`src/rtl/lrit_pkg.sv`:
```
// Shared types and codes of the log range index table.
package lrit_pkg;

	// operation codes on the input port
	localparam logic [2:0] OP_UPDATE  = 3'd0;
	localparam logic [2:0] OP_RAISE   = 3'd1;
	localparam logic [2:0] OP_QUERY   = 3'd2;
	localparam logic [2:0] OP_INUSE   = 3'd3;
	localparam logic [2:0] OP_COMPACT = 3'd4;
	localparam logic [2:0] OP_REMOVE  = 3'd5;

	// result status codes
	localparam logic [2:0] ST_OK      = 3'd0;
	localparam logic [2:0] ST_RANGE   = 3'd1;
	localparam logic [2:0] ST_KIND    = 3'd2;
	localparam logic [2:0] ST_NOTHING = 3'd3;
	localparam logic [2:0] ST_FULL    = 3'd4;

	localparam logic [1:0] KIND_NORMAL = 2'd0;

	// longest run of results for one query or removal
	localparam int MAX_RUN = 64;

	typedef enum logic [2:0] {
		CMD_UPDATE,
		CMD_RAISE,
		CMD_QUERY,
		CMD_INUSE,
		CMD_COMPACT,
		CMD_REMOVE,
		CMD_NONE
	} cmd_t;

	// classified item: key is the index or limit the command works on,
	// aux the second index (last index of an update, high end of a query)
	typedef struct packed {
		cmd_t        cmd;
		logic [63:0] key;
		logic [63:0] aux;
		logic [63:0] file;
		logic [31:0] offset;
		logic [31:0] length;
		logic [1:0]  kind;
	} item_t;

	typedef struct packed {
		logic [63:0] first_idx;
		logic [63:0] last_idx;
		logic [63:0] file;
		logic [31:0] offset;
		logic [31:0] length;
		logic [1:0]  kind;
	} entry_t;

	typedef struct packed {
		logic [2:0]  status;
		entry_t      ent;
		logic        in_use;
		logic [63:0] max_obs;
		logic        last;
	} result_t;

endpackage

```
`src/rtl/lrit_front.sv`:
```
// Front end: accepts input items, classifies them and hands them to the queue.
module lrit_front import lrit_pkg::*; (
	input  logic        clk,
	input  logic        arst_n,
	input  logic        in_valid,
	output logic        in_ready,
	input  logic [2:0]  operation,
	input  logic [63:0] head_index,
	input  logic [63:0] tail_index,
	input  logic [63:0] file_id,
	input  logic [31:0] file_offset,
	input  logic [31:0] entry_length,
	input  logic [1:0]  entry_kind,
	input  logic [63:0] range_low,
	input  logic [63:0] range_high,
	input  logic [63:0] compact_to,
	input  logic [63:0] remove_limit,
	output logic        push,
	output item_t       push_item,
	input  logic        push_ready
);

	item_t item_d;
	item_t item_s1;
	logic  valid_s1;

	// classify: pick the command and the key fields it works on
	always_comb begin
		item_d        = '0;
		item_d.file   = file_id;
		item_d.offset = file_offset;
		item_d.length = entry_length;
		item_d.kind   = entry_kind;
		case (operation)
			OP_UPDATE: begin
				item_d.cmd = CMD_UPDATE;
				item_d.key = head_index;
				item_d.aux = tail_index;
			end
			OP_RAISE: begin
				item_d.cmd = CMD_RAISE;
				item_d.key = compact_to;
			end
			OP_QUERY: begin
				item_d.cmd = CMD_QUERY;
				item_d.key = range_low;
				item_d.aux = range_high;
			end
			OP_INUSE:   item_d.cmd = CMD_INUSE;
			OP_COMPACT: item_d.cmd = CMD_COMPACT;
			OP_REMOVE: begin
				item_d.cmd = CMD_REMOVE;
				item_d.key = remove_limit;
			end
			default:    item_d.cmd = CMD_NONE;
		endcase
	end

	assign in_ready  = !valid_s1 || push_ready;
	assign push      = valid_s1;
	assign push_item = item_s1;

	// hold one classified item until the queue takes it
	always_ff @(posedge clk or negedge arst_n) begin
		if (!arst_n) begin
			valid_s1 <= 1'b0;
		end else if (in_ready) begin
			valid_s1 <= in_valid;
		end
	end

	always_ff @(posedge clk) begin
		if (in_valid && in_ready) begin
			item_s1 <= item_d;
		end
	end

endmodule

```
`config.mk`:
```
export PLATFORM = sky130hd
export DESIGN_NAME = lrit_front
export DESIGN_NICKNAME = d
export VERILOG_FILES = /design/src/rtl/lrit_pkg.sv /design/src/rtl/lrit_front.sv
export SDC_FILE = /design/constraint.sdc
export NUM_CORES = 1
export LEC_CHECK = 0
export ABC_AREA = 0
export BUFFER_PORTS_ARGS = -buffer_cell sky130_fd_sc_hd__buf_4
export CAP_MARGIN = 10
export CELL_PAD_IN_SITES_DETAIL_PLACEMENT = 1
export CELL_PAD_IN_SITES_GLOBAL_PLACEMENT = 2
export CORE_AREA = 2 2 307 309
export DETAILED_ROUTE_END_ITERATION = 12
export DIE_AREA = 0 0 309 311
export GPL_ROUTABILITY_DRIVEN = 0
export PLACE_DENSITY_LB_ADDON = 0.3
export SYNTH_ARGS = -nofsm -noshare
export SYNTH_HDL_FRONTEND = slang
export SYNTH_SLANG_ARGS = --single-unit
export TNS_END_PERCENT = 20
```
`constraint.sdc`:
```
create_clock -name clk -period 15.6 [get_ports clk]
set_clock_uncertainty 0.05 [all_clocks]
set_input_delay 0.78 -clock clk [delete_from_list [all_inputs] [get_ports clk]]
set_output_delay 0.78 -clock clk [all_outputs]
set_load 0.005 [all_outputs]
```
# Yosys cells after proc, flatten, opt, wreduce, memory -nomap -nowiden
# Cells that the tools add are included.
dict set report totals {
  register_bits 262
  in_bits 521
  out_inout_bits 263
  wordCells 20
}
dict set report classes {
  eq_ne 5
  muxes 3
  n_reduce_logical 4
}
# operator count
set ops {}
lappend ops {{$pmux 64 s4} 1}
lappend ops {{$pmux 64 s2} 1}
lappend ops {{$pmux 3 s6} 1}
lappend ops {{$eq 3x2->1 const B} 2}
lappend ops {{$eq 3x3->1 const B} 2}
lappend ops {{$eq 3x1->1 const B} 1}
lappend ops {{$logic_not 3->1} 1}
lappend ops {{$logic_and 1x1->1} 1}
lappend ops {{$logic_not 1->1} 1}
lappend ops {{$logic_or 1x1->1} 1}

# Logic depth before layout (Yosys ltp)
# Gate-level depths: netlist (run 1).
dict set report logic_depth {
  ltp_word 3
  depth_mapped 5
  ltp_nobuf 3
}

# Worst setup path after synthesis (run 1)
# OpenSTA, ideal clock, no wires.
dict set report synth_timing {
  path_kind {input to register}
  start {input push_ready}
  end {register item_s1 (netlist bit push_item[0]), enable pin}
  setup_ps 656
  arrival_time_ps 6880
  required_ps 14894
  setup_slack_ps 8014
  cell_stages 2
  path_buffers 0
  path_cell_list {nand2b_1 and2_1}
}
dict set report synth_between {
  elab_chain_cells 2
}
# item line
set synth_rtl {}
lappend synth_rtl {{start, declared} lrit_front.sv:20} ;# input logic push_ready
lappend synth_rtl {{$logic_or 1x1->1} lrit_front.sv:59} ;# assign in_ready = !valid_s1 || push_ready;
lappend synth_rtl {{$logic_and 1x1->1} lrit_front.sv:73} ;# if (in_valid && in_ready) begin
lappend synth_rtl {{end signal, assigned} lrit_front.sv:74} ;# item_s1 <= item_d;
lappend synth_rtl {{end, declared} lrit_front.sv:24} ;# item_t item_s1;
# Every way passes these cells.
# A chain may end at the register's enable or synchronous reset.

# Worst setup path in the final report (run 1)
dict set report layout_timing {
  start {register valid_s1, in the netlist push}
  end {register item_s1 (netlist bit push_item[199]), enable pin}
}
dict set report layout_between {
  elab_chain_cells 3
}
# item line
set layout_rtl {}
lappend layout_rtl {{start, declared} lrit_front.sv:25} ;# logic valid_s1;
lappend layout_rtl {{start signal, assigned} lrit_front.sv:68} ;# valid_s1 <= in_valid;
lappend layout_rtl {{$logic_not 1->1} lrit_front.sv:59}
lappend layout_rtl {{$logic_or 1x1->1} lrit_front.sv:59}
lappend layout_rtl {{$logic_and 1x1->1} lrit_front.sv:73}
# Every way passes these cells.

==> summary.md, run 1 <==
| Metric | Value |
|---|---|
| Starting Density | `about an eighth` |
| Status | `finished, final reports clean` |
| Mean Syn Cell Area | `17.1 sq um` |
| Clk_lat worst skew | `about 560 ps` |
| Slowest cell on crit path | `buf_4` |
| Register clock-pin slew on the reported worst setup and hold paths | `approximately 70 ps` |
| Die height | `~310 um` |
| Pre-antenna DRT Iters | `4` |
| Register bit total from synthesis | `about 260` |
| CP most frequent cell | `buf_4` |
| Fmax | `roughly 330 MHz` |
| Core Box Area | `between 90000 and 100000 sq um` |
| Post-synthesis instance total | `around 640` |
| Critical Path Source Type | `register` |
| Placed Cells | `between 2000 and 3000` |
| Post-synth design cell area | `~11000 sq um` |
| Slew Viols, Final | `0` |
| Delay-heaviest family, CP | `buffers and inverters` |
| Num ports | `approximately 780` |
| Final WS setup | `roughly 13000 ps` |
| TritonCTS Sinks | `between 200 and 300` |
| Fraction of layout cells with a size suffix above 1 | `58.9%` |
| Largest net degree at the start of global routing | `79` |
| Worst Tran Pin Value | `a little over 1000 ps` |
| Post-CTS Setup Inserts | `0` |
| Total gr overflow | `0` |
| Power density over the cells | `101 nW/um^2` |
| Setup slack at placement | `approximately 12000 ps` |
| Area of the multi-input gates | `2680 sq um` |
| Final non-filler cell total | `2702` |
| # rows | `around 110` |
| RSZ-0062 raised after global routing | `no` |
| Cell taking the most area after synthesis | `edfxtp_1` |
| Initial antenna violation count | `11` |
| Endpoint class of the critical path | `register` |
| Area delta synth->final | `77.2%` |
| Worst vdd ir | `between 40 and 50 uV` |
| Number of global-route vias before repair | `approximately 10000` |
| CP cell instances | `nand2b_1, and2_4, buf_4, buf_4` |
| Post-route cell area | `around 19000 sq um` |
| Worst Hold Class | `in2reg` |
| WS Path Type | `reg2reg` |
| Reg area | `roughly 7900 sq um` |
| Leakage Power | `~8.3 nW` |
| First DRT Iteration DRCs | `339` |
| CTS tree | `yes` |
| Main area contributors after synthesis | `edfxtp_1 72%, mux2i_1 18%, o22ai_1 3.1%, nor2_1 2.2%, buf_4 1.2%` |
| Tmin final | `approximately 3100 ps` |
| DP HPWL | `43.9 mm` |
| Die width | `~310 um` |
| Placed Area | `18100 sq um` |
| Buffers and inverters on the worst path | `2` |
| First-pass GRT wire length | `approximately 74 mm` |
| Remaining antenna violation count | `0` |
| Yosys top cell area share | `72.2%` |
| Cts bufs inserted | `37` |
| Yosys cell types | `19` |
| Post-synthesis sequential area ratio | `between 70% and 80%` |
| CP peak stage delay | `between 700 and 800 ps` |
| Setup TNS | `0 ps` |
| Via density | `3.29` |
| Worst-path fanout max | `57` |
| WP data required | `~16000 ps` |
| CTS root buffer | `clkbuf_16` |
| Fill cells | `around 11000` |
| Global Route Usage Sum | `a little over a tenth` |
| Resize count post-CTS | `0` |
| Final WL | `around 55 mm` |
| Mean routed wirelength per cell | `between 20 and 25 um` |
| Warnings, synthesis | `0` |
| Final Util | `around 21%` |
| Final period utilization | `19.7%` |
| DRC errors left | `0` |
| H-Tree Level Count | `2` |
| Die area | `~96000 sq um` |
| Max_cap viols | `0` |
| Syn_nets | `about 1200` |
| I/O Buffers | `about 800` |
| Reg2reg setup slack | `about 13000 ps` |
| Final hold vios | `0` |
| Endpoints failing setup | `0` |
| Vias | `slightly below 9000` |
| CTS Buffer Depth | `3` |
| Slew HR | `approximately a third` |
| Nets | `between 1500 and 2000` |
| Worst EP arrival | `roughly 3200 ps` |
-- worst register-to-register path, delay by kind of cell, from the launching register on --
family / cells / cell delay [ps]
DFF: 1 / 380
buffers and inverters: 2 / 1580
and+or+nand+nor: 2 / 600
-- power by group --
| part | switching (mW) | internal [mW] | leakage (nW) |
|---|---|---|---|
| clock network | 0.337 | 0.496 | 0.568 |
| logic | 0.117 | 0.160 | 5.19 |
| registers | 0.0139 | 0.827 | 2.54 |
| total | 0.468 | 1.48 | 8.31 |
-- kinds of logic (layout without fill, tap and decap cells) --
logic type / after synthesis / count (layout) / synth area share, %
other cells: 0 / 1 / 0
mux: 191 / 191 / 17.6
buf+inv: 46 / 857 / 2.97
flops: 262 / 262 / 72.4
simple gates: 71 / 71 / 2.56
compound gates: 66 / 66 / 4.40
-- synthesized netlist by cell type --
cell type / number
a21boi_0: 1
and2_1: 1
buf_2: 12
buf_4: 18
buf_6: 9
clkbuf_1: 6
dfrtp_1: 1
edfxtp_1: 261
inv_1: 1
mux2i_1: 191
nand2_1: 2
nand2b_1: 2
nand3_1: 1
nor2_1: 64
o21ai_0: 1
o22ai_1: 53
o22ai_2: 10
o2bb2ai_1: 1
or2_1: 1
-- layer usage --
metal	routed length (um)	up-vias	global-route usage, %
li1	-	4060	-
met1	18100	4259	10.2
met2	28300	489	19.8
met3	7460	66	6.09
met4	1060	12	2.56
met5	75	-	0
-- placed cells by master (no fill, tap or decap) --
cell             n
o22ai_2         10
o22ai_1         53
nand3_1          1
inv_1            1
buf_4          790
o2bb2ai_1        1
clkinv_1         8
bufinv_16        3
clkbuf_1         7
nor2_1          64
clkbuf_8         1
a21boi_0         1
nand2_1          1
dfrtp_1          1
inv_16           1
nand2b_1         2
dlygate4sd3_1    1
mux2i_1        191
o21ai_0          1
clkinvlp_4       1
and2_4           1
clkbuf_16       38
diode_2          1
nand2_2          1
clkinv_8         1
or2_4            1
clkinv_2         5
edfxtp_1       261
-- sequential cells by signal (all words and copies together), names as in the netlist --
register   count
push           1
push_item    261
-- final cells by class --
| cell class | instances | area share, % |
|---|---|---|
| timing repair buffer | 792 | 31.0 |
| clock inverter | 19 | 0.982 |
| clock buffer | 45 | 5.08 |
| antenna | 1 | 0.0130 |
| tap | 1254 | 8.16 |
| inverter | 1 | 0.0195 |
| multi-input combinational | 328 | 13.9 |
| sequential | 262 | 40.9 |
-- through the flow --
step	power, mW	hold WS (ps)
finish	1.95	336
global route	2.04	303
CTS	2.00	289
detailed placement	1.14	487
global placement	1.14	490
floorplan	0.945	434
-- worst paths after layout --
kind,start,end,depth (start not counted)
min reg2reg,push,push,2
max,push,push_item[199],4
min in group asynchronous,arst_n,push,2
min,file_offset[26],push_item[60],1
max in group asynchronous,arst_n,push,2
max reg2reg,push,push_item[199],4
-- repair_timing --
action	4_1_cts	5_1_grt
endpoints found under the setup margin	0	0
hold buffers	1	0
endpoints found under the hold margin	1	0
Power figures use the tool's default switching activity.
==> run 2: changes to the inputs <==
CORE_AREA = 2 2 302 304   (was 2 2 307 309)
DIE_AREA = 0 0 304 306   (was 0 0 309 311)
clock period = 2.8 ns   (was 15.6 ns; I/O delays follow)
==> summary.md, run 2 (synthesized netlist as in run 1, its figures left out) <==
| Metric | Value |
|---|---|
| Critical Path Source Type | `input pin` |
| Worst Hold Slack | `-20.1 ps (-356 ps)` |
| First-pass GRT wire length | `80.7 mm (+9.0%)` |
| Worst EP arrival | `2850 ps (-350 ps)` |
| Endpoints failing setup | `0 (unchanged)` |
| Total gr overflow | `0 (unchanged)` |
| Tmin final | `2620 ps` |
| Die area | `93000 sq um (-3.2%)` |
| Die width | `304 um (-1.6%)` |
| Psw | `2.64 mW (+470%)` |
| Register clock-pin slew on the reported worst setup and hold paths | `60 ps (about the same)` |
| Area delta synth->final | `120%` |
| CP most frequent cell | `dlygate4sd3_1` |
| WS Path Type | `in2reg` |
| Reg area | `7860 sq um (unchanged)` |
| H-Tree Level Count | `2 (unchanged)` |
| Die height | `306 um (-1.6%)` |
| Number of global-route vias before repair | `12300 (+23%)` |
| Starting Density | `12.1% (+0.41 points)` |
| Worst vdd ir | `297 uV (+610%)` |
| Failing checks | `negative hold slack` |
| CP peak stage delay | `590 ps (-170 ps)` |
| Slowest cell on crit path | `dlygate4sd3_1` |
| Final WL | `56.1 mm (+2.2%)` |
| Remaining antenna violation count | `0 (unchanged)` |
| Fill cells | `10000 (-4.9%)` |
| Clk_lat worst skew | `530 ps (-30 ps)` |
| CTS root buffer | `clkbuf_16` |
| Status | `finished with violations` |
| Int Power | `8.66 mW (+480%)` |
| Setup slack at placement | `884 ps (-11090 ps)` |
| Final non-filler cell total | `3085 (+14%)` |
| TritonCTS Sinks | `262 (unchanged)` |
| CTS Buffer Depth | `3 (unchanged)` |
| Resize count post-CTS | `0 (unchanged)` |
| Vias | `10700 (+20%)` |
| Final WS setup | `176 ps (-12350 ps)` |
| Initial antenna violation count | `4 (-7)` |
| Final hold vios | `1 (+1)` |
| CTS tree | `yes` |
| Slew Viols, Final | `0 (unchanged)` |
| Nets | `2405 (+24%)` |
| Max FFs per register | `261 (unchanged)` |
| Commonest non-fill, non-tap cell in the layout | `buf_4` |
| Core Box Area | `89600 sq um (-3.4%)` |
| Leakage Power | `10.4 nW (+25%)` |
| I/O Buffers | `783 (unchanged)` |
| Mean routed wirelength per cell | `18.2 um (-10%)` |
| Power density over the cells | `474 nW/um^2 (+370%)` |
| DP HPWL | `42.5 mm (-3.0%)` |
| Reg power frac | `41.4% (-1.7 points)` |
| Clk pwr share | `39.0% (-3.7 points)` |
| Placed Cells | `2581 (-2.1%)` |
| Global Route Usage Sum | `11.6% (+0.86 points)` |
| Final period utilization | `between 90% and 100%` |
| Most frequent cells in the layout | `799 x buf_4, 441 x dlygate4sd3_1, 261 x edfxtp_1` |
| Area of the multi-input gates | `2680 sq um (unchanged)` |
| Cts bufs inserted | `36 (-2.7%)` |
| RSZ-0062 raised after global routing | `no` |
| WP data required | `3020 ps (-12700 ps)` |
| Fraction of layout cells with a size suffix above 1 | `45.8% (-13 points)` |
| CP cell instances | `dlygate4sd3_1, buf_4, buf_12, mux2i_1, dlygate4sd3_1, o22ai_1, dlygate4sd3_1` |
| Worst-path fanout max | `38 (-33%)` |
| Largest net degree at the start of global routing | `80 (+1.3%)` |
| Worst Tran Pin Value | `644 ps (-370 ps)` |
| Via density | `3.46 (+5.2%)` |
| Switching part of the total | `23.4% (-0.60 points)` |
| Combinational share of power | `19.6% (+5.4 points)` |
| Slew HR | `56.9% (+25 points)` |
| Fmax | `roughly 380 MHz` |
| First DRT Iteration DRCs | `279 (-18%)` |
| DRC errors left | `0 (unchanged)` |
| Max_cap viols | `0 (unchanged)` |
| Endpoint class of the critical path | `register` |
| # rows | `110 (-1.8%)` |
| Pre-antenna DRT Iters | `4 (unchanged)` |
| Worst Hold Class | `in2reg` |
| Num ports | `784 (unchanged)` |
run 2: changes by cell type in the layout (fill, tap and decap cells not counted), sizes merged:
cell	previous run	this run
dlygate4sd3	1	441
buf	790	813
clkbuf	46	45
clkinv	14	13
run 2: layout make-up:
| type | count | area share [%] |
|---|---|---|
| timing repair buffer | 1255 | 44.9 |
| sequential | 262 | 33.0 |
| multi-input combinational | 328 | 11.2 |
| tap | 1176 | 6.18 |
| clock buffer | 44 | 3.91 |
| clock inverter | 18 | 0.725 |
| inverter | 1 | 0.0158 |
| antenna | 1 | 0.0105 |
run 2: path summary, 6_finish.rpt:
kind,startpoint,end,slack (ps),cells past startpoint
worst max-delay path,operation[2],push_item[237],180,7
worst min-delay path,tail_index[1],push_item[131],-20,3
worst max register to register,push,push_item[151],950,3
worst min register to register,push,push_item[199],910,2
max in group asynchronous,arst_n,push,2190,3
min in group asynchronous,arst_n,push,410,3
run 2: power by group through the flow:
stage	clock (mW)	sequential, mW	combinational, mW
final	4.41	4.68	2.22
after detailed placement	0	4.76	1.66
after floorplan	0	4.78	0.441
after global placement	0	4.75	1.64
after CTS	4.65	4.68	2.25
after global routing	4.74	4.70	2.40
run 2: through the flow:
step	power, mW	setup TNS (ps)	hold slack, ps	instance area (sq um)	utilization [%]
6_report	11.3	0	-20.1	23800	26.6
5_1_grt	11.8	0	16.9	23800	26.6
4_1_cts	11.6	0	2.81	23800	26.6
3_5_place_dp	6.41	0	-134	18300	20.4
3_3_place_gp	6.40	0	-133	18300	20.4
2_1_floorplan	5.22	-11410	-206	10900	-
run 2: repair_timing:
item / in CTS / in global routing
setup buffers: 0 / 0
hold buffers: 441 / 0
hold endpoints to repair: 255 / 0
run 2: critical path, delay by kind of cell:
family | cells | cell delay (ps)
AO/OA/AOI/OAI | 1 | 80
buffers and inverters | 5 | 2300
multiplexers | 1 | 220
run 2: metal layers:
layer	up-vias	GRT usage, %	part of all wire (%)
met5	-	0	0.041
met1	5108	11.8	35
li1	4995	-	-
met3	68	4.25	9.0
met2	495	22.3	54
met4	4	2.85	2.2
==> run 3: changes to the inputs <==
CORE_AREA = 2 2 307 309   (was 2 2 302 304)
DIE_AREA = 0 0 309 311   (was 0 0 304 306)
clock period = 3.3 ns   (was 2.8 ns; I/O delays follow)
==> summary.md, run 3 (synthesized netlist as in run 1, its figures left out) <==
| Metric | Value |
|---|---|
| CTS Buffer Depth | `3 (unchanged)` |
| Remaining antenna violation count | `0 (unchanged)` |
| Final WL | `57.3 mm (+2.1%)` |
| TritonCTS Sinks | `262 (unchanged)` |
| Worst EP arrival | `2660 ps (-190 ps)` |
| Register clock-pin slew on the reported worst setup and hold paths | `60 ps (about the same)` |
| Cts bufs inserted | `35 (-2.8%)` |
| Global Route Usage Sum | `11.4% (-0.19 points)` |
| Setup slack at placement | `1240 ps (+353 ps)` |
| Largest net degree at the start of global routing | `86 (+7.5%)` |
| Endpoints failing setup | `0 (unchanged)` |
| Placed Cells | `2644 (+2.4%)` |
| Fraction of layout cells with a size suffix above 1 | `45.2% (-0.57 points)` |
| WP data required | `3530 ps (+510 ps)` |
| R2r startpoint | `push` |
| Power density over the cells | `396 nW/um^2 (-16%)` |
| Final non-filler cell total | `3155 (+2.3%)` |
| DR WL met2 | `30.3 mm (+0.58%)` |
| Most frequent cells in the layout | `789 x buf_4, 445 x dlygate4sd3_1, 261 x edfxtp_1` |
| Pre-antenna DRT Iters | `4 (unchanged)` |
| Final period utilization | `approximately 74%` |
| CTS root buffer | `clkbuf_16` |
| Worst Hold Class | `in2reg` |
| Fmax | `a little over 400 MHz` |
| Met1 Wirelength | `19.6 mm (-0.38%)` |
| Endpoint class of the critical path | `register` |
| H-Tree Level Count | `2 (unchanged)` |
| Total power | `9.41 mW (-17%)` |
| Max FFs per register | `261 (unchanged)` |
| Min-delay src | `range_high[0]` |
| Mean routed wirelength per cell | `18.2 um (-0.18%)` |
| Final hold vios | `0 (-1)` |
| Worst-path fanout max | `81 (+110%)` |
| Total gr overflow | `0 (unchanged)` |
| WS Path Type | `in2reg` |
| DP HPWL | `43.0 mm (+1.0%)` |
| Status | `finished, final reports clean` |
| Number of global-route vias before repair | `12200 (-1.1%)` |
| Fill cells | `10400 (+4.3%)` |
| Tmin final | `approximately 2400 ps` |
| Worst Hold Slack | `46.7 ps (+66.8 ps)` |
| CTS tree | `yes` |
| Beginning of the critical path | `operation[1]` |
| Starting Density | `11.7% (-0.41 points)` |
| Post-CTS Setup Inserts | `0 (unchanged)` |
| Highest routed layer | `met4` |
| Vias | `10700 (+0.13%)` |
| First-pass GRT wire length | `80.7 mm (about the same)` |
| Num ports | `784 (unchanged)` |
| Via density | `3.39 (-2.1%)` |
| Die height | `311 um (+1.6%)` |
| Slew Viols, Final | `0 (unchanged)` |
| Die width | `309 um (+1.6%)` |
| Wire length on met3 | `6.11 mm (+20%)` |
| Worst Tran Pin Value | `765 ps (+122 ps)` |
| Critical Path Source Type | `input pin` |
| Max_cap viols | `0 (unchanged)` |
| I/O Buffers | `783 (unchanged)` |
| First DRT Iteration DRCs | `430 (+54%)` |
| Initial antenna violation count | `5 (+1)` |
| Worst vdd ir | `245 uV (-18%)` |
| DRC errors left | `0 (unchanged)` |
| RSZ-0062 raised after global routing | `no` |
| Die area | `96100 sq um (+3.3%)` |
| Leakage Power | `10.3 nW (-1.1%)` |
| Area delta synth->final | `119%` |
| Final WS setup | `868 ps (+692 ps)` |
| Nets | `2393 (-0.50%)` |
| Slew HR | `49.0% (-8.0 points)` |
| Setup TNS | `0 ps (unchanged)` |
| Clk_lat worst skew | `540 ps (about the same)` |
| # rows | `112 (+1.8%)` |
| Core Box Area | `92800 sq um (+3.5%)` |
| Commonest non-fill, non-tap cell in the layout | `buf_4` |
[run 3: cell count changes in the layout (fill, tap and decap cells not counted), moves of 2 or more]
| cell | previous run | this run |
|---|---|---|
| buf_12 | 14 | 9 |
| dlygate4sd3_1 | 441 | 445 |
| inv_6 | 1 | 3 |
| buf_4 | 799 | 789 |
| clkinv_1 | 8 | 11 |
| bufinv_16 | 3 | 0 |
[run 3: final timing paths]
| path | end | cells after the start | slack, ps |
|---|---|---|---|
| hold / removal | push_item[130] | 3 | 50 |
| hold reg to reg | push_item[71] | 2 | 830 |
| setup / recovery | push_item[249] | 6 | 870 |
| setup reg to reg | push_item[194] | 3 | 1570 |
| min in group asynchronous | push | 3 | 430 |
| max in group asynchronous | push | 3 | 2670 |
[run 3: through the flow]
step	instance area (sq um)	util (%)
2_1_floorplan	10900	-
3_3_place_gp	18200	19.6
3_5_place_dp	18200	19.6
4_1_cts	23700	25.6
5_1_grt	23700	25.6
6_report	23700	25.6
[run 3: routing by layer]
layer	vias to the layer above	track usage, %
met5	-	0
met4	0	3.03
met3	52	4.88
met2	492	21.6
met1	5172	11.2
li1	4968	-
[run 3: critical path, cell delays in order]
cell,delay (ps)
clkbuf_8,310
buf_12,460
mux2i_1,260
dlygate4sd3_1,570
o22ai_1,70
dlygate4sd3_1,590
[run 3: power by group]
| part | internal, mW | switching, mW |
|---|---|---|
| sequential | 3.91 | 0.0674 |
| clock | 2.01 | 1.57 |
| combinational | 1.19 | 0.663 |
| total | 7.11 | 2.30 |
[run 3: area by class of cell]
cell class                 count  area, sq um  area share [%]
clock inverter                21          119           0.501
sequential                   262         7860            33.1
tap                         1254         1570            6.61
clock buffer                  43          927            3.91
antenna                        2         5.00          0.0211
timing repair buffer        1244        10600            44.5
multi-input combinational    328         2680            11.3
inverter                       1         3.75          0.0158
[run 3: repair_timing]
item / in CTS / in global routing
resized for setup: 0 / 0
endpoints found under the hold margin: 260 / 0
hold buffers: 445 / 0
