--- src/rtl/lrit_pkg.sv ---
// Shared types and codes of the log range index table.
package lrit_pkg;

	// operation codes on the input port
	localparam logic [2:0] OP_UPDATE  = 3'd0;
	localparam logic [2:0] OP_RAISE   = 3'd1;
	localparam logic [2:0] OP_QUERY   = 3'd2;
	localparam logic [2:0] OP_INUSE   = 3'd3;
	localparam logic [2:0] OP_COMPACT = 3'd4;
	localparam logic [2:0] OP_REMOVE  = 3'd5;

	// result status codes
	localparam logic [2:0] ST_OK      = 3'd0;
	localparam logic [2:0] ST_RANGE   = 3'd1;
	localparam logic [2:0] ST_KIND    = 3'd2;
	localparam logic [2:0] ST_NOTHING = 3'd3;
	localparam logic [2:0] ST_FULL    = 3'd4;

	localparam logic [1:0] KIND_NORMAL = 2'd0;

	// longest run of results for one query or removal
	localparam int MAX_RUN = 64;

	typedef enum logic [2:0] {
		CMD_UPDATE,
		CMD_RAISE,
		CMD_QUERY,
		CMD_INUSE,
		CMD_COMPACT,
		CMD_REMOVE,
		CMD_NONE
	} cmd_t;

	// classified item: key is the index or limit the command works on,
	// aux the second index (last index of an update, high end of a query)
	typedef struct packed {
		cmd_t        cmd;
		logic [63:0] key;
		logic [63:0] aux;
		logic [63:0] file;
		logic [31:0] offset;
		logic [31:0] length;
		logic [1:0]  kind;
	} item_t;

	typedef struct packed {
		logic [63:0] first_idx;
		logic [63:0] last_idx;
		logic [63:0] file;
		logic [31:0] offset;
		logic [31:0] length;
		logic [1:0]  kind;
	} entry_t;

	typedef struct packed {
		logic [2:0]  status;
		entry_t      ent;
		logic        in_use;
		logic [63:0] max_obs;
		logic        last;
	} result_t;

endpackage

--- src/rtl/lrit_queue.sv ---
// Two-entry queue of classified items between front end and engine.
module lrit_queue import lrit_pkg::*; (
	input  logic  clk,
	input  logic  arst_n,
	input  logic  push,
	input  item_t push_item,
	output logic  push_ready,
	output logic  pop_valid,
	output item_t pop_item,
	input  logic  pop
);

	item_t      slots_q [2];
	logic       wr_ptr_q;
	logic       rd_ptr_q;
	logic [1:0] fill_q;
	logic       do_push;
	logic       do_pop;

	assign push_ready = (fill_q != 2'd2);
	assign pop_valid  = (fill_q != 2'd0);
	assign pop_item   = slots_q[rd_ptr_q];
	assign do_push    = push && push_ready;
	assign do_pop     = pop && pop_valid;

	// advance pointers and fill level
	always_ff @(posedge clk or negedge arst_n) begin
		if (!arst_n) begin
			wr_ptr_q <= 1'b0;
			rd_ptr_q <= 1'b0;
			fill_q   <= 2'd0;
		end else begin
			if (do_push) wr_ptr_q <= !wr_ptr_q;
			if (do_pop)  rd_ptr_q <= !rd_ptr_q;
			if (do_push && !do_pop) fill_q <= fill_q + 2'd1;
			else if (do_pop && !do_push) fill_q <= fill_q - 2'd1;
		end
	end

	always_ff @(posedge clk) begin
		if (do_push) begin
			slots_q[wr_ptr_q] <= push_item;
		end
	end

endmodule

--- config.mk ---
export PLATFORM = sky130hd
export DESIGN_NAME = lrit_queue
export DESIGN_NICKNAME = d
export VERILOG_FILES = /design/src/rtl/lrit_pkg.sv /design/src/rtl/lrit_queue.sv
export SDC_FILE = /design/constraint.sdc
export NUM_CORES = 1
export LEC_CHECK = 0
export ABC_CLOCK_PERIOD_IN_PS = 33000
export BUFFER_PORTS_ARGS = -buffer_cell sky130_fd_sc_hd__buf_2
export CAP_MARGIN = 15
export CORE_ASPECT_RATIO = 1.25
export CORE_MARGIN = 3
export CORE_UTILIZATION = 38
export CTS_CLUSTER_SIZE = 30
export DETAILED_ROUTE_END_ITERATION = 8
export GPL_TIMING_DRIVEN = 0
export HOLD_SLACK_MARGIN = 0.15
export SETUP_SLACK_MARGIN = 0.2
export SLEW_MARGIN = 10
export SYNTH_ARGS = -nofsm -noshare
export SYNTH_HDL_FRONTEND = slang
export SYNTH_SLANG_ARGS = --single-unit
--- constraint.sdc ---
create_clock -name clk -period 33 [get_ports clk]
set_clock_uncertainty 0.15 [all_clocks]
set_input_delay 4.95 -clock clk [delete_from_list [all_inputs] [get_ports clk]]
set_output_delay 4.95 -clock clk [all_outputs]
set_load 0.02 [all_outputs]
**Yosys cells after proc, flatten, opt, wreduce, memory -nomap -nowiden**

Memories as Yosys holds them, arrays and structs flattened.
Cells that the tools add are included.

- $add $sub $neg: 2
- Equality and inequality tests: 1
- Multiplexer cells: 4
- Reductions and logical operators: 10

Operators by type and width:

| cell | count |
|---|---|
| 1-bit logical AND | 4 |
| 1-bit zero test | 4 |
| 2-bit 2-to-1 mux | 2 |
| 2-bit nonzero test | 2 |
| 2-bit by 1-bit adder with 2-bit output (second input constant) | 1 |
| 1-bit 2-to-1 mux | 2 |
| 2-bit != test (second input constant) | 1 |
| 2-bit by 1-bit subtractor with 2-bit output (second input constant) | 1 |

- Register bits: 4
- Memory bits (writable): 522
- Bits of input ports: 265
- Output and inout bits: 263
- Logic and storage cells: 21
- Memories: 1

Memories:

| name | words | width | rd ports | clocked after Yosys merged registers in | write ports | line | RTL |
|---|---|---|---|---|---|---|---|
| slots_q | 2 | 261 | 1 | 0 | 1 | lrit_queue.sv:13 | `item_t slots_q [2];` |

**Logic depth before layout (Yosys ltp)**

Gate-level depths: netlist (run 1).

- Word-level depth: 6
- Depth in mapped cells: 7
- Gate-level depth less buffers: 7

**Least setup slack after synthesis (run 1)**

Ideal clock, no wire load.

- Path kind: input-to-reg
- From: in push
- To: mem slots_q[0][0] (netlist bit) (enable)
- Setup time: 0.888 ns
- Arrival: 15.856 ns
- Required time: 31.962 ns
- Slack: 16.106 ns
- Cell stages on the path: 2
- Buffers on the path: 0
- Cell sequence: nand2_1 nor2_1

- Word-level cells in the longest chain between the ends: 3

Ends and longest elaborated chain:

| what | line | RTL |
|---|---|---|
| start, declared | lrit_queue.sv:5 | `input logic push,` |
| 1-bit logical AND | lrit_queue.sv:23 | `assign do_push = push && push_ready;` |
| 1-bit 2-to-1 mux | lrit_queue.sv:41 | `if (do_push) begin` |
| 1-bit 2-to-1 mux (implied by the code) | lrit_queue.sv:42 | `slots_q[wr_ptr_q] <= push_item;` |
| end, declared | lrit_queue.sv:13 |  |

No other way between the ends.

==> results of run 1 <==
## layout make-up
type | count | area [sq um] | area share [%]
inverters | 1 | 3.75 | 0.0148
diodes | 13 | 32.5 | 0.128
clock inverters | 35 | 364 | 1.43
well taps | 658 | 823 | 3.24
clock buffers | 58 | 1350 | 5.29
plain buffers | 29 | 277 | 1.09
multi-input cells | 274 | 3720 | 14.6
repair buffers | 546 | 3110 | 12.2
flip-flops and latches | 526 | 15800 | 62.0
## path summary, 6_finish.rpt
check,slack (ns),depth (start not counted),startpoint,endpoint
max,25.85,5,rd_ptr_q,pop_item[81]
min,0.36,1,fill_q[1],fill_q[1]
max in group asynchronous,28.55,1,arst_n,rd_ptr_q
max reg2reg,30.29,9,fill_q[0],slots_q[0][190]
min reg2reg,0.36,1,fill_q[1],fill_q[1]
min in group asynchronous,4.01,1,arst_n,fill_q[0]
## stage by stage
| step | cell area (sq um) | worst slack (ns) | power (mW) | hold WS [ns] |
|---|---|---|---|---|
| after CTS | 25400 | 25.73 | 2.48 | 0.373 |
| after global placement | 23200 | 9.11 | 1.92 | 0.325 |
| after detailed placement | 23700 | 25.82 | 1.88 | 0.354 |
| after global routing | 25400 | 25.71 | 2.54 | 0.382 |
| final | 25400 | 25.85 | 2.43 | 0.364 |
| after floorplan | 19800 | 16.11 | 1.61 | 0.306 |
## cells by family after synthesis
family,count (synthesis),share of synthesized area (%)
muxes,261,18.3
and+or+nand+nor,7,0.171
DFF,526,79.8
xor gates and xnor gates,5,0.222
adders and majority gates,1,0.0633
buffers and inverters,30,1.42
## power by group
group          internal (mW)  total (mW)  switching, mW
combinational          0.386       0.897          0.511
clock                  0.348       0.594          0.246
sequential             0.911       0.943         0.0328
## flip-flops by register name, indices dropped and copies added (netlist names)
name and count:
slots_q 522, rd_ptr_q 1, wr_ptr_q 1, fill_q 2
## cells in the mapped netlist
cell type	count	share of area (%)
and3_1	1	0.032
buf_2	8	0.20
buf_6	21	1.2
dfrtp_1	4	0.51
edfxtp_1	522	79
ha_1	1	0.063
inv_1	1	0.019
mux2_2	81	4.6
mux2_4	180	14
nand2_1	2	0.038
nand2b_1	1	0.032
nor2_1	2	0.038
or2_2	1	0.032
xnor2_1	3	0.13
xor2_1	2	0.089
## worst max-delay path, stage by stage (launching register included)
cell	delay, ns
dfrtp_1	0.34
buf_6	0.18
buf_6	0.22
buf_6	0.22
mux2_4	0.32
buf_2	0.17
## layer usage
layer,vias up,track usage [%]
li1,4543,-
met1,4883,17.1
met2,363,27.7
met3,105,5.74
met4,12,6.83
met5,-,0
==> metrics.md, run 1 <==
| Metric | Value |
|---|---|
| Input/output buffers | `527` |
| Wire length on met2 | `23800 um` |
| Status | `finished clean` |
| Cell count after synthesis | `830` |
| Number of synthesized register bits | `526` |
| Final core occ | `between 50% and 60%` |
| Placed insts | `2034` |
| Max Transition Viols Final | `0` |
| Die X | `between 200 and 250 um` |
| DR top layer | `met5` |
| Crit path capture type | `primary output` |
| Initial antenna violation count | `19` |
| Share of cells above drive strength 1 | `62.6%` |
| Final period util | `approximately 22%` |
| Layout Cells excl Fill | `approximately 2100` |
| H-tree levels | `2` |
| Metal3 WL | `3720 um` |
| Maximum clock insertion buffer count | `3` |
| FP Rows | `92` |
| Placer Congestion | `0.745` |
| Post-DP HPWL | `33100 um` |
| Most common cell after layout, fill and taps aside | `buf_2` |
| Via Count | `between 9000 and 10000` |
| Clock Latency Late Sink | `0.58 ns` |
| Fmax achieved | `140 MHz` |
| Avg WL per Cell | `21.1 um` |
| Pwr Density | `95.7 mW/mm^2` |
| Tightest Pin Transition | `between 0.3 and 0.4 ns` |
| Hold WC Path Type | `reg2reg` |
| CTS root buf | `clkbuf_16` |
| First drt pass iteration count | `4` |
| # fillers | `around 4200` |
| Post-Syn Area | `0.0198 sq mm` |
| DRC Markers | `0` |
| Number of placed I/O pins | `528` |
| Crit-path max FO | `10` |
| Startpoint types | `register` |
| Congestion Overflow GR | `0` |
| Rel. slew slack | `74.1%` |
| Most frequent cells in the layout | `buf_2 (535), edfxtp_1 (522), mux2_4 (180)` |
| Final setup vio count | `0` |
| Syn nets | `about 1100` |
| Final number of hold-violating endpoints | `0` |
| CTS Buf Count | `52` |
| RSZ-0062 raised after global routing | `false` |
| YS warnings | `0` |
| CTS tree | `built` |
| First-pass GRT wire length | `64900 um` |
| Final nets | `1696` |
| Initial Utilization | `38.8%` |
| Sequential share of the synthesized area | `79.8%` |
| Vias in the first global route | `between 10000 and 15000` |
| Starting DRT DRC Count | `445` |
| M1 WL | `15800 um` |
| Synthesis-to-layout area growth | `28.8%` |
| Core Box Area | `0.0509 sq mm` |
| Vias per inst | `4.63` |
| Clk slew on worst S/H paths | `0.07 ns` |
| Critical path class | `reg2out` |
| # hold bufs at CTS | `0` |
| CTS sink count | `~530` |
| Final wirelength | `45200 um` |
| Crit path time final | `7.15 ns` |
| Setup TNS | `0 ns` |
| Total GRT Usage | `roughly 16%` |
| Peak VDD IR | `0.0629 mV` |
| Max-cap violations | `0` |
| Largest net degree at the start of global routing | `50` |
| Cell variety after synth | `15` |
| Post-CTS Resized | `0` |
| Worst EP arrival | `2.05 ns` |
| Leak pwr | `10.0 nW` |
| Routed Antenna Nets | `0` |
| Post-CTS Setup Inserts | `0` |
| Die height | `approximately 260 um` |
| Syn avg cell area | `23.8 sq um` |
| Worst EP required | `27.90 ns` |
| Die area | `0.0548 sq mm` |
(Power assumes the default switching activity.)
==> inputs of run 2 (changes only) <==
--- a/config.mk
+++ b/config.mk
@@ -5,7 +5,8 @@
 export SDC_FILE = /design/constraint.sdc
 export NUM_CORES = 1
 export LEC_CHECK = 0
-export ABC_CLOCK_PERIOD_IN_PS = 33000
+export ABC_AREA = 1
+export ABC_CLOCK_PERIOD_IN_PS = 5900
 export BUFFER_PORTS_ARGS = -buffer_cell sky130_fd_sc_hd__buf_2
 export CAP_MARGIN = 15
 export CORE_ASPECT_RATIO = 1.25
==> constraint.sdc (replaced) <==
create_clock -name clk -period 5.9 [get_ports clk]
set_clock_uncertainty 0.15 [all_clocks]
set_input_delay 0.885 -clock clk [delete_from_list [all_inputs] [get_ports clk]]
set_output_delay 0.885 -clock clk [all_outputs]
set_load 0.02 [all_outputs]
==> run 2 against run 1 <==
Non-clock buffer count rose by 31. Area after synthesis fell by 3.3%. Hold slack got worse by 0.018 ns. Highest routed layer unchanged. Critical path type unchanged.
==> metrics.md, run 2 <==
| Metric | Value |
|---|---|
| Clk slew on worst S/H paths | `approximately 0.060 ns` |
| Max-cap violations | `0` |
| DRC Markers | `0` |
| Die X | `207 um` |
| Worst EP required | `4.87 ns` |
| Vias per inst | `4.58` |
| Status | `finished clean` |
| Fmax achieved | `a little under 300 MHz` |
| Most instantiated cells after synthesis | `nand2_1 (793), edfxtp_1 (522), buf_2 (39)` |
| Most common cell after layout, fill and taps aside | `nand2_1` |
| Pwr Density | `539 mW/mm^2` |
| Final instance area | `0.0246 sq mm` |
| P_int | `8.19 mW` |
| Top_reg_cell synth | `edfxtp_1` |
| R2R Path End | `slots_q[0][83]` |
| Final nets | `about 2300` |
| Largest regs | `slots_q (522), fill_q (2)` |
| CTS sink count | `526` |
| Leak pwr | `10.5 nW` |
| CTS Buf Count | `50` |
| Tightest Pin Transition | `0.707 ns` |
| Most common cell in the netlist | `nand2_1` |
| Initial Utilization | `38.6%` |
| RR Startpoint | `fill_q[0]` |
| Placer Congestion | `0.782` |
| Crit path cell chain | `inv_2 -> buf_2 -> buf_2 -> nand2_1 -> nand2_1 -> buf_2` |
| Largest net degree at the start of global routing | `29` |
| Avg WL per Cell | `18.1 um` |
| Total GRT Usage | `17.7%` |
| Buf+Inv Stages, Crit Path | `4` |
| Rel. slew slack | `a little over half` |
| Hold_sp | `push_item[228]` |
| Starting DRT DRC Count | `518` |
| Peak VDD IR | `~0.31 mV` |
| Number of placed I/O pins | `528` |
| RSZ-0062 raised after global routing | `false` |
| Placed insts | `2590` |
| Logic gate share of total power | `37.9%` |
| Worst slack, placed | `2.76 ns` |
| Most frequent cells in the layout | `nand2_1 (793), buf_2 (566), edfxtp_1 (522)` |
| Crit path largest cell delay | `0.39 ns` |
| Maximum clock insertion buffer count | `3` |
| Hold WC Path Type | `in2reg` |
| # fillers | `around 4300` |
| Fraction of registers with async set/reset | `0.760%` |
| Final period util | `approximately 57%` |
| Post-Syn Area | `0.0191 sq mm` |
| Post-synth top area share | `82.0%` |
| Switching pwr | `between 5 and 6 mW` |
| Final Worst Setup Slack | `around 2.5 ns` |
| Die area | `0.0530 sq mm` |
| Post-DP HPWL | `35700 um` |
| Core Box Area | `0.0495 sq mm` |
| Synthesis-to-layout area growth | `28.7%` |
| Sequential share of the synthesized area | `82.6%` |
| Cell variety after synth | `14` |
| Crit path capture type | `primary output` |
| Layout Cells excl Fill | `2696` |
| Crit path time final | `3.36 ns` |
| Vias in the first global route | `between 10000 and 15000` |
| Final wirelength | `48800 um` |
| Most frequent CP cell | `buf_2` |
| Syn avg cell area | `approximately 14 sq um` |
| H-tree levels | `2` |
| Initial antenna violation count | `26` |
| Cell count after synthesis | `approximately 1400` |
| Area after DPL | `0.0230 sq mm` |
| Max Transition Viols Final | `0` |
| Reg2reg path depth | `8` |
| Switching fraction of total power | `38.2%` |
| Routed Antenna Nets | `0` |
| Via Count | `12351` |
| Congestion Overflow GR | `0` |
| Max reg flops | `about 520` |
| Worst EP arrival | `2.32 ns` |
| Largest Register | `slots_q` |
| YS warnings | `0` |
| Clock Latency Late Sink | `0.57 ns` |
| Post-CTS Setup Inserts | `0` |
| Critical path class | `reg2out` |
| Number of synthesized register bits | `526` |
| Final setup vio count | `0` |
| Sequential share of power | `39.8%` |
| Synth area leader | `edfxtp_1` |
| Die height | `257 um` |
| Setup TNS | `0 ns` |
| CTS root buf | `clkbuf_16` |
| R2r setup slk | `3.20 ns` |
| First-pass GRT wire length | `71100 um` |
| Startpoint types | `register` |
| WHS Path Cells | `1` |
| Slowest CP cell | `dfrtp_1` |
| # hold bufs at CTS | `1` |
| Family with the most delay on the worst path | `buffers and inverters` |
| Clock power frac | `22.3%` |
| Crit-path max FO | `10` |
| Syn nets | `1657` |
| FP Rows | `about 90` |
| Share of cells above drive strength 1 | `32.3%` |
| EDFF count, synth | `522` |
| CTS tree | `built` |
| Final core occ | `49.6%` |
| Final number of hold-violating endpoints | `0` |
| Input/output buffers | `about 530` |
| Post-CTS Resized | `0` |
| Hold endpoint | `slots_q[0][228]` |
| Top post-synthesis cells by area | `edfxtp_1 (82%), nand2_1 (16%), buf_2 (1.0%)` |
| First drt pass iteration count | `5` |
-- run 2: cell types whose count changed after synthesis, moves of 2 or more --
cell / previous run / this run
nand2_1: 2 / 793
mux2_4: 180 / 0
mux2_2: 81 / 0
buf_2: 8 / 39
buf_6: 21 / 0
clkbuf_1: 0 / 15
inv_1: 1 / 6
buf_4: 0 / 3
nand3_1: 0 / 2
xnor2_1: 3 / 1
-- run 2: final cells by class --
type	count	area, sq um	share of cell area, %
Inverter	7	26.3	0.107
Multi-Input combinational cell	801	3050	12.4
Buffer	57	274	1.11
Tap cell	651	815	3.31
Clock inverter	21	119	0.484
Antenna cell	16	40.0	0.163
Sequential cell	526	15800	64.2
Timing Repair Buffer	549	3110	12.6
Clock buffer	68	1380	5.62
-- run 2: how the worst max path moves through the flow --
stage,to,depth (start not counted),slack [ns],from
6_report,pop_item[79],6,2.54,rd_ptr_q
5_1_grt,pop_item[79],6,2.39,rd_ptr_q
4_1_cts,pop_item[105],6,2.43,rd_ptr_q
3_5_place_dp,slots_q[0][84],7,2.76,push
3_3_place_gp,slots_q[0][125],3,-6.72,push
2_1_floorplan,slots_q[0][0],2,-2.54,push
-- run 2: cells by family after synthesis --
logic type | synth area share [%]
AND/OR/NAND/NOR | 15.7
flip-flops | 82.6
adder cells (fa/ha/maj) | 0.0655
buffers and inverters | 1.57
XOR/XNOR | 0.0917
-- run 2: worst register-to-register path, stage by stage (launching register included) --
cell and delay [ns]:
dfrtp_1 0.38, inv_1 0.08, nand2_1 0.10, nand2_1 0.18, nor2_4 0.52, buf_12 0.27
buf_12 0.22, buf_12 0.23, buf_12 0.23
-- run 2: through the flow --
| stage | power (mW) | hold WS [ns] |
|---|---|---|
| 6_report | 13.2 | 0.346 |
| 5_1_grt | 14.0 | 0.314 |
| 4_1_cts | 13.5 | 0.300 |
| 3_5_place_dp | 10.5 | 0.339 |
| 3_3_place_gp | 10.6 | 0.328 |
| 2_1_floorplan | 8.47 | 0.312 |
-- run 2: layer usage --
| metal | share of wire (%) | track usage (%) | vias up |
|---|---|---|---|
| met4 | 4.2 | 7.51 | 18 |
| met5 | 0.28 | 0 | - |
| li1 | - | - | 5927 |
| met1 | 35 | 19.3 | 5814 |
| met2 | 51 | 30.8 | 467 |
| met3 | 9.6 | 6.39 | 125 |
-- run 2: power by group through the flow --
stage	Combinational, mW	Clock [mW]	Sequential [mW]
2_1_floorplan	2.92	0	5.55
3_3_place_gp	4.83	0	5.72
3_5_place_dp	5.13	0	5.34
4_1_cts	5.14	3.05	5.27
5_1_grt	5.48	3.20	5.32
6_report	5.02	2.96	5.27
==> inputs of run 3 (changes only) <==
--- a/config.mk
+++ b/config.mk
@@ -6,7 +6,7 @@
 export NUM_CORES = 1
 export LEC_CHECK = 0
 export ABC_AREA = 1
-export ABC_CLOCK_PERIOD_IN_PS = 5900
+export ABC_CLOCK_PERIOD_IN_PS = 2800
 export BUFFER_PORTS_ARGS = -buffer_cell sky130_fd_sc_hd__buf_2
 export CAP_MARGIN = 15
 export CORE_ASPECT_RATIO = 1.25
==> constraint.sdc (replaced) <==
create_clock -name clk -period 2.8 [get_ports clk]
set_clock_uncertainty 0.15 [all_clocks]
set_input_delay 0.42 -clock clk [delete_from_list [all_inputs] [get_ports clk]]
set_output_delay 0.42 -clock clk [all_outputs]
set_load 0.02 [all_outputs]
==> run 3 against run 2 <==
Non-clock buffer count up 269. Register-to-register slack worse by 2.5 ns. Via count up 8.0%. Clock-buffer cell count down 5. Global-route usage up 1.7 points. Die area unchanged. Utilization up 6.3 points.
==> metrics.md, run 3 (synthesis gave the netlist of run 2 again) <==
| Metric | Value |
|---|---|
| Status | `finished clean` |
| DRC Markers | `0` |
| CTS root buf | `clkbuf_16` |
| Crit path cell chain | `buf_12 -> buf_8 -> buf_4 -> nand2_1 -> nand2_1 -> buf_2` |
| Number of placed I/O pins | `528` |
| Congestion Overflow GR | `0` |
| Fmax achieved | `390 MHz` |
| Worst Hold Margin | `0.372 ns` |
| Total GRT Usage | `19.3%` |
| Maximum clock insertion buffer count | `3` |
| Final setup vio count | `0` |
| P_int | `18.4 mW` |
| Die height | `about 260 um` |
| Initial Utilization | `38.6%` |
| Largest Register | `slots_q` |
| Max-cap violations | `0` |
| Vias per inst | `4.50` |
| Leak pwr | `11.9 nW` |
| Setup TNS | `0 ns` |
| Clk slew on worst S/H paths | `0.06 ns` |
| First-pass GRT wire length | `78800 um` |
| Most frequent CP cell | `nand2_1` |
| Max reg flops | `~520` |
| Final core occ | `between 50% and 60%` |
| RSZ-0062 raised after global routing | `true` |
| H-tree levels | `2` |
| Final nets | `2529` |
| Worst EP required | `2.23 ns` |
| Logic gate share of total power | `38.7%` |
| CTS sink count | `526` |
| Crit-path max FO | `10` |
| Share of cells above drive strength 1 | `~30%` |
| Tightest Pin Transition | `0.324 ns` |
| Worst EP arrival | `approximately 2.0 ns` |
| Hold WC Path Type | `reg2reg` |
| Startpoint types | `register` |
| Final period util | `91.6%` |
| Final number of hold-violating endpoints | `0` |
| CTS Buf Count | `52` |
| Synthesis-to-layout area growth | `44.9%` |
| Avg WL per Cell | `17.8 um` |
| DR top layer | `met5` |
| Design Power | `29.6 mW` |
| Peak VDD IR | `between 0.7 and 0.8 mV` |
| Wire length on met2 | `26900 um` |
| Final wirelength | `52800 um` |
| Clock power frac | `between 20% and 30%` |
| Crit path largest cell delay | `0.44 ns` |
| Core Box Area | `0.0495 sq mm` |
| Die X | `just over 200 um` |
| Switching fraction of total power | `a little under two fifths` |
| M1 WL | `19700 um` |
| Most frequent cells in the layout | `nand2_1 (791), buf_2 (530), edfxtp_1 (522)` |
| Pwr Density | `1070 mW/mm^2` |
| Vias in the first global route | `13949` |
| Crit path time final | `2.56 ns` |
| Most common cell after layout, fill and taps aside | `nand2_1` |
| Die area | `0.0530 sq mm` |
| Final instance area | `0.0277 sq mm` |
| Max Transition Viols Final | `0` |
| Routed Antenna Nets | `0` |
| Sequential share of power | `37.6%` |
| Metal3 WL | `around 4400 um` |
| Input/output buffers | `527` |
| Switching pwr | `11.1 mW` |
| Rel. slew slack | `between 70% and 80%` |
| First drt pass iteration count | `5` |
| Largest regs | `slots_q (522), fill_q (2)` |
| Slowest CP cell | `dfrtp_2` |
| Via Count | `13338` |
| Initial antenna violation count | `8` |
| Post-DP HPWL | `36700 um` |
| CTS tree | `built` |
| Largest net degree at the start of global routing | `29` |
| Starting DRT DRC Count | `677` |
| Placer Congestion | `0.776` |
| FP Rows | `91` |
| Critical path class | `reg2out` |
| Area after DPL | `0.0231 sq mm` |
| Crit path capture type | `primary output` |
| Clock Latency Late Sink | `0.57 ns` |
==> run 3: changes by cell type in the layout (fill, tap and decap cells not counted), sizes merged <==
cell,delta
buf,+3
clkbuf,-3
inv,+2
diode,-12
bufinv,+6
clkinv,+3
clkinvlp,+3
dlygate4sd3,+264
==> run 3: worst paths after layout <==
| kind | start | to | slack, ns | cells past startpoint |
|---|---|---|---|---|
| max | rd_ptr_q | pop_item[82] | 0.24 | 6 |
| max in group asynchronous | arst_n | rd_ptr_q | 1.65 | 3 |
| min in group asynchronous | arst_n | fill_q[1] | 0.65 | 3 |
| min | fill_q[0] | fill_q[0] | 0.37 | 1 |
| max reg2reg | fill_q[0] | slots_q[1][130] | 0.69 | 8 |
| min reg2reg | fill_q[0] | fill_q[0] | 0.37 | 1 |
==> run 3: power by group through the flow <==
| stage | registers, mW | clock network [mW] | logic [mW] |
|---|---|---|---|
| 5_1_grt | 11.3 | 7.51 | 12.4 |
| 2_1_floorplan | 11.5 | 0 | 6.18 |
| 4_1_cts | 11.1 | 7.20 | 11.5 |
| 3_5_place_dp | 11.3 | 0 | 10.9 |
| 6_report | 11.1 | 7.00 | 11.4 |
| 3_3_place_gp | 11.3 | 0 | 9.90 |
==> run 3: per-stage QoR <==
step / setup WS, ns / instances
after floorplan: -2.26 / 1391
after global placement: -4.60 / 2569
after detailed placement: 0.196 / 2591
after CTS: 0.163 / 2954
after global routing: 0.142 / 2961
final: 0.236 / 2962
==> run 3: what timing repair did <==
action                                 CTS  global route
endpoints found under the hold margin  529             0
gates resized for setup                 51            35
hold buffers                           265             0
setup buffers                            0             4
setup endpoints to repair              262           181
pin swaps                                1             2
==> run 3: routing by layer <==
layer,vias to the layer above,GRT usage (%)
met4,8,6.66
met3,108,6.01
li1,6473,-
met1,6274,21.8
met5,-,0
met2,475,34.4
==> run 3: critical path, delay by kind of cell (launching register included) <==
kind / cells / cell delay [ns]
flip-flops: 1 / 0.44
buffers and inverters: 4 / 0.76
AND/OR/NAND/NOR: 2 / 0.22
==> run 3: cell type report <==
type / count / area [sq um]
Antenna cell: 4 / 10.0
Buffer: 57 / 442
Tap cell: 651 / 815
Fill cell: 4026 / 21800
Multi-Input combinational cell: 801 / 3060
Sequential cell: 526 / 15800
Clock buffer: 63 / 1360
Clock inverter: 35 / 360
Timing Repair Buffer: 818 / 5830
Inverter: 7 / 33.8
